<file path="config.mk">
export PLATFORM = sky130hd
export DESIGN_NAME = marker_match_and_extract
export DESIGN_NICKNAME = d
export VERILOG_FILES = /design/src/rtl/core/mme_pkg.sv /design/src/rtl/core/marker_match_and_extract.sv
export SDC_FILE = /design/constraint.sdc
export NUM_CORES = 1
export LEC_CHECK = 0
export ABC_AREA = 1
export BUFFER_PORTS_ARGS = -buffer_cell sky130_fd_sc_hd__clkbuf_2
export CAP_MARGIN = 0
export CORE_ASPECT_RATIO = 1.1
export CORE_MARGIN = 5
export CORE_UTILIZATION = 53
export CTS_CLUSTER_SIZE = 12
export DETAILED_ROUTE_END_ITERATION = 8
export PLACE_DENSITY = 0.74
export SLEW_MARGIN = 10
export SYNTH_ARGS = -nofsm -noshare
export SYNTH_HDL_FRONTEND = slang
export SYNTH_SLANG_ARGS = --single-unit
export TNS_END_PERCENT = 30
</file>
<file path="constraint.sdc">
create_clock -name clk -period 3.9 [get_ports clk]
set_clock_uncertainty 0.05 [all_clocks]
set_input_delay 0.195 -clock clk [delete_from_list [all_inputs] [get_ports clk]]
set_output_delay 0.195 -clock clk [all_outputs]
set_load 0.03 [all_outputs]
</file>
<file path="src/rtl/core/mme_pkg.sv">
`timescale 1ns / 1ps

package mme_pkg;

  localparam int MAX_MARKER_BYTES = 8;
  localparam int WINDOW_W         = 8 * MAX_MARKER_BYTES;
  localparam int LEN_W            = 4;
  localparam int COUNT_W          = 8;
  localparam int INDEX_W          = 2;

  // Register indexes on the configuration port
  localparam logic [INDEX_W-1:0] REG_PATTERN = 2'd0;
  localparam logic [INDEX_W-1:0] REG_LENGTH  = 2'd1;
  localparam logic [INDEX_W-1:0] REG_CAPTURE = 2'd2;

  // Scan phases
  localparam logic [1:0] PH_SEARCH  = 2'd0;
  localparam logic [1:0] PH_CAPTURE = 2'd1;
  localparam logic [1:0] PH_DONE    = 2'd2;

  // Result kinds
  localparam logic [1:0] KIND_BYTE     = 2'd0;
  localparam logic [1:0] KIND_FOUND    = 2'd1;
  localparam logic [1:0] KIND_NOTFOUND = 2'd2;

  localparam logic [LEN_W-1:0] LEN_MAX = LEN_W'(MAX_MARKER_BYTES);

endpackage

</file>
<file path="src/rtl/core/marker_match_and_extract.sv">
`timescale 1ns / 1ps

// Channel   Direction  Handshake                 Payload
// byte      in         byte_valid / byte_stall   in_byte[7:0], scan_end
// result    out        result_valid / result_stall  result_kind[1:0], out_byte[7:0], run_end
// cfg       in         cfg_valid / cfg_ready     cfg_index[1:0], cfg_data[63:0]
//
// One byte per cycle while byte_stall is low: a byte is compared against the marker window and its result,
// if any, is registered in the same cycle and shown on the next.
// The single result register sets the rate; byte_stall is high only while that
// register holds a result that result_stall is holding back.
// rst (synchronous) clears the scan state, the configuration registers and result_valid to their reset values.
// cfg_ready is always high; a write takes effect from the next byte.

module marker_match_and_extract (
  input  logic                                clk,
  input  logic                                rst,
  input  logic                                byte_valid,
  output logic                                byte_stall,
  input  logic [7:0]                          in_byte,
  input  logic                                scan_end,
  output logic                                result_valid,
  input  logic                                result_stall,
  output logic [1:0]                          result_kind,
  output logic [7:0]                          out_byte,
  output logic                                run_end,
  input  logic                                cfg_valid,
  output logic                                cfg_ready,
  input  logic [mme_pkg::INDEX_W-1:0]         cfg_index,
  input  logic [mme_pkg::WINDOW_W-1:0]        cfg_data
);

  logic [mme_pkg::WINDOW_W-1:0] marker_pattern;
  logic [mme_pkg::LEN_W-1:0]    marker_length;
  logic [mme_pkg::COUNT_W-1:0]  capture_count;

  logic [mme_pkg::WINDOW_W-1:0] recent_window, recent_window_next;
  logic [mme_pkg::LEN_W-1:0]    window_fill, window_fill_next;
  logic [1:0]                   scan_phase, scan_phase_next;
  logic [mme_pkg::COUNT_W-1:0]  bytes_left, bytes_left_next, bytes_left_dec;

  logic                         emit;
  logic [1:0]                   kind_next;
  logic [7:0]                   byte_next;
  logic                         end_next;

  logic                         accept;
  logic [mme_pkg::LEN_W-1:0]    eff_len;
  logic [mme_pkg::WINDOW_W-1:0] shifted;
  logic [mme_pkg::MAX_MARKER_BYTES-1:0] byte_ok;
  logic                         match;

  assign cfg_ready  = 1'b1;
  assign byte_stall = result_valid && result_stall;
  assign accept     = byte_valid && !byte_stall;

  always_ff @(posedge clk) begin
    if (rst) begin
      marker_pattern <= '0;
      marker_length  <= mme_pkg::LEN_W'(1);
      capture_count  <= '0;
    end else if (cfg_valid && cfg_ready) begin
      case (cfg_index)
        mme_pkg::REG_PATTERN: marker_pattern <= cfg_data;
        mme_pkg::REG_LENGTH:  marker_length  <= cfg_data[mme_pkg::LEN_W-1:0];
        mme_pkg::REG_CAPTURE: capture_count  <= cfg_data[mme_pkg::COUNT_W-1:0];
        default: ;
      endcase
    end
  end

  // Clamp the marker length into 1..MAX_MARKER_BYTES
  always_comb begin
    if (marker_length == '0) begin
      eff_len = mme_pkg::LEN_W'(1);
    end else if (marker_length > mme_pkg::LEN_MAX) begin
      eff_len = mme_pkg::LEN_MAX;
    end else begin
      eff_len = marker_length;
    end
  end

  assign shifted = {recent_window[mme_pkg::WINDOW_W-9:0], in_byte};

  always_comb begin
    for (int i = 0; i < mme_pkg::MAX_MARKER_BYTES; i++) begin
      byte_ok[i] = (shifted[8*i +: 8] == marker_pattern[8*i +: 8]) ||
                   (mme_pkg::LEN_W'(i) >= eff_len);
    end
  end

  assign window_fill_next = (window_fill < mme_pkg::LEN_MAX) ?
                            window_fill + mme_pkg::LEN_W'(1) : window_fill;
  assign match = (window_fill_next >= eff_len) && (&byte_ok);
  assign bytes_left_dec = (bytes_left != '0) ? bytes_left - mme_pkg::COUNT_W'(1) : bytes_left;

  always_comb begin
    recent_window_next = recent_window;
    scan_phase_next    = scan_phase;
    bytes_left_next    = bytes_left;
    emit               = 1'b0;
    kind_next          = mme_pkg::KIND_BYTE;
    byte_next          = '0;
    end_next           = 1'b0;
    case (scan_phase)
      mme_pkg::PH_SEARCH: begin
        recent_window_next = shifted;
        if (match) begin
          emit      = 1'b1;
          kind_next = mme_pkg::KIND_FOUND;
          end_next  = scan_end || (capture_count == '0);
          if (capture_count == '0) begin
            scan_phase_next = mme_pkg::PH_DONE;
          end else begin
            scan_phase_next = mme_pkg::PH_CAPTURE;
            bytes_left_next = capture_count;
          end
        end else if (scan_end) begin
          emit      = 1'b1;
          kind_next = mme_pkg::KIND_NOTFOUND;
          end_next  = 1'b1;
        end
      end
      mme_pkg::PH_CAPTURE: begin
        bytes_left_next = bytes_left_dec;
        emit            = 1'b1;
        kind_next       = mme_pkg::KIND_BYTE;
        byte_next       = in_byte;
        end_next        = scan_end || (bytes_left_dec == '0);
        if (bytes_left_dec == '0) begin
          scan_phase_next = mme_pkg::PH_DONE;
        end
      end
      default: begin
        scan_phase_next = mme_pkg::PH_DONE;
      end
    endcase
  end

  always_ff @(posedge clk) begin
    if (rst) begin
      recent_window <= '0;
      window_fill   <= '0;
      scan_phase    <= mme_pkg::PH_SEARCH;
      bytes_left    <= '0;
    end else if (accept) begin
      if (scan_end) begin
        recent_window <= '0;
        window_fill   <= '0;
        scan_phase    <= mme_pkg::PH_SEARCH;
        bytes_left    <= '0;
      end else begin
        recent_window <= recent_window_next;
        // fill only counts while searching
        if (scan_phase == mme_pkg::PH_SEARCH) begin
          window_fill <= window_fill_next;
        end
        scan_phase    <= scan_phase_next;
        bytes_left    <= bytes_left_next;
      end
    end
  end

  // Result register: load on an accepted request that emits, drop when taken
  always_ff @(posedge clk) begin
    if (rst) begin
      result_valid <= 1'b0;
    end else if (accept) begin
      result_valid <= emit;
    end else if (!result_stall) begin
      result_valid <= 1'b0;
    end
  end

  always_ff @(posedge clk) begin
    if (accept && emit) begin
      result_kind <= kind_next;
      out_byte    <= byte_next;
      run_end     <= end_next;
    end
  end

endmodule
</file>
==> flow_metrics.py <==
metrics = {
    "critical_path": {
        "critical-path-max-stage-delay_ns": 0.40,
        "critical_path.slowest_cell": "dfxtp_1",
        "worstPathRequired_ns": 3.91,
        "cp-start-kind": "register",
        "cp-end-kind": "register",
        "crit_family": "simple AND/OR/NAND/NOR gates",
        "crit_buf_inv": 2,
        "crit_chain": "ha_1, nand2_1, nand2_1, ha_1, inv_1, nor2_1, o211ai_1, nand3_1, nand3_1, nor2_2, nand2_2, nand3_1, nand2_1, inv_1",
        "arrival_ns": 2.61,
        "crit_fanout": 11,
        "critical_path_class": "reg -> reg",
    },
    "power": {
        "power_density_mw_per_mm2": 456,
        "leakage_nw": 3.87,
        "irDropWorstVdd_mv": 0.295,
    },
    "synthesis": {
        "synthDistinctLibCells": 36,
        "synth_nets": 1054,
        "synth_edf_count": 11,
        "post-synth-top-count-cell": "nand2_1",
        "synth_seq_cells": 158,
        "async_flop_share_pct": 0,
        "synth_commonest_cells": "nand2_1, nor2_1, dfxtp_1, inv_1, o21ai_0",
        "synth_ff_type": "dfxtp_1",
        "ys_warn_count": 0,
        "synth_top_area_share_pct": 41.1,
        "synth_top_cell_by_area": "dfxtp_1",
        "ys_seq_area_share_pct": 45.7,
        "syn_inst": 967,
        "synth_area_mm2": 0.00716,
        "syn_area_per_cell_um2": 7.40,
        "ys_top_cells_by_area": "dfxtp_1, nand2_1, nor2_1",
    },
    "clocking": {
        "cts_root_buffer": "clkbuf_16",
        "clk_pin_slew_ns": 0.06,
        "numCtsBuffers": 17,
        "htree_levels": 4,
        "cts_sinks": 158,
        "worstSkewPairLatency_ns": 0.43,
        "cts_tree": "yes",
        "max-clock-path-buffers": 2,
        "cts_resized": 0,
        "cts_setup_buffers": 0,
    },
    "floorplan": {
        "initial_utilization_pct": 54.2,
        "dieWidth_um": 121,
        "ioPinCount": 94,
        "core_mm2": 0.0132,
        "die_h_um": 132,
        "design.die.area_mm2": 0.0159,
        "fp-row-count": 44,
    },
    "outcome": {
        "status": "completed",
    },
    "layout": {
        "drive_gt1_share_pct": 13.9,
        "instances_no_fill": 1258,
        "nFillCells": 1149,
        "multi_input_area_mm2": 0.00337,
        "area_growth_pct": 22.3,
        "utilization_pct": 66.3,
        "nets": 1171,
        "register_area_mm2": 0.00327,
        "antenna_cells": 0,
    },
    "global_routing": {
        "grtUsageTotal_pct": 21.6,
        "grt_overflow_total": 0,
        "grt_max_degree": 67,
        "grt_pass1_vias": 6056,
        "antenna_found_initial": 0,
        "grt_pass1_wl_um": 28200,
    },
    "timing": {
        "timing.fmax_mhz": 386,
        "slew_viol_final": 0,
        "hold_violations": 0,
        "tightestPinTransition_ns": 1.04,
        "rsz0062_at_grt": "no",
        "min_period_ns": 2.59,
        "relSlewSlack_pct": 30.3,
        "finalCritPeriodShare_pct": 66.5,
        "setup_viol": 0,
        "hold_ws_ns": 0.0114,
        "fin_tns_setup_ns": 0,
    },
    "detailed_routing": {
        "finalWirelength_um": 16700,
        "drcViolationCount": 0,
        "routed_via_density": 5.05,
        "vias": 6354,
        "routedWlPerCell_um": 13.3,
        "first_iter_violations": 408,
        "ant_nets": 0,
        "drt_first_pass_iters": 4,
    },
    "place": {
        "dp_hpwl_um": 11000,
        "place_congestion": 0.825,
        "io_buffers": 92,
        "numPlacedInstances": 1179,
    },
    "worst_hold_path": {
        "hold_path_class": "in -> reg",
    },
    "flow_run": {
        "cap_violations": 0,
    },
}
[registers in the layout, summed over array words and instances, names as in the netlist]
| signal | cells |
|---|---|
| run_end | 1 |
| marker_length | 4 |
| scan_phase | 2 |
| recent_window | 56 |
| capture_count | 8 |
| result_valid | 1 |
| out_byte | 8 |
| bytes_left | 8 |
| result_kind | 2 |
| marker_pattern | 64 |
| window_fill | 4 |
[path summary, 6_finish.rpt]
| path | startpoint | to | slack, ns | depth (start not counted) |
|---|---|---|---|---|
| hold / removal | cfg_data[40] | marker_pattern[40] | 0.01 | 3 |
| setup reg to reg | window_fill[0] | result_kind[0] | 1.31 | 14 |
| setup / recovery | window_fill[0] | result_kind[0] | 1.31 | 14 |
| hold reg to reg | marker_pattern[45] | marker_pattern[45] | 0.42 | 2 |
[metrics by stage]
step	cell area (um2)	power, mW	setup slack (ns)
finish	8750	3.99	1.31
global route	8750	4.17	1.02
CTS	8750	4.01	1.29
detailed placement	7670	2.30	1.32
global placement	7670	2.29	1.38
floorplan	7160	2.15	1.59
[cells in the final DEF (no fill, tap or decap), types with 2 or more instances in the layout]
master,n
nand3_4,2
o211ai_1,9
clkbuf_2,92
nand2_2,3
dlygate4sd3_1,47
a21oi_1,59
nor2_4,2
clkbuf_8,3
dfxtp_1,147
edfxtp_1,11
o21ai_0,77
nand3_1,21
nor2_1,182
clkbuf_1,2
clkinv_2,4
xnor2_1,42
nand2_1,202
nor3_1,3
buf_4,5
o21ai_1,3
nand4_1,10
clkbuf_16,20
xor2_1,10
nor3_2,2
inv_1,76
a22oi_1,31
ha_1,7
inv_2,9
[per-layer routing]
layer | vias to the layer above | routed length (um) | global-route usage, %
met5 | - | 0 | 0
li1 | 3338 | - | -
met3 | 21 | 593 | 4.51
met2 | 108 | 8290 | 36.6
met1 | 2887 | 7590 | 27.2
met4 | 0 | 266 | 7.43
[worst register-to-register path, stage by stage (launching register included)]
cell,delay [ns]
dfxtp_1,0.40
ha_1,0.25
nand2_1,0.06
nand2_1,0.06
ha_1,0.29
inv_1,0.04
nor2_1,0.08
o211ai_1,0.08
nand3_1,0.08
nand3_1,0.08
nor2_2,0.14
nand2_2,0.09
nand3_1,0.08
nand2_1,0.08
inv_1,0.35
[area by class of cell]
cell class,instances,share of cell area (%)
well taps,161,2.30
flip-flops and latches,158,37.4
clock buffers,25,6.27
clock inverters,7,0.772
repair buffers,144,11.1
multi-input cells,677,38.5
inverters,86,3.69
[what timing repair did]
action,CTS,global route
endpoints found under the setup margin,0,0
hold endpoints to repair,47,0
hold buffers,47,0
[power by group]
part / internal (mW) / switching (mW)
clock: 1.04 / 0.640
combinational: 0.214 / 0.342
sequential: 1.70 / 0.0479
[cells by family after synthesis]
logic type                 synth area share [%]
AOI/OAI and AO/OA                          14.5
DFF                                        45.7
and+or+nand+nor                            24.9
other                                    0.0524
adders and majority gates                  1.22
xor gates and xnor gates                   6.36
buffers and inverters                      7.24
Power figures use the tool's default switching activity.
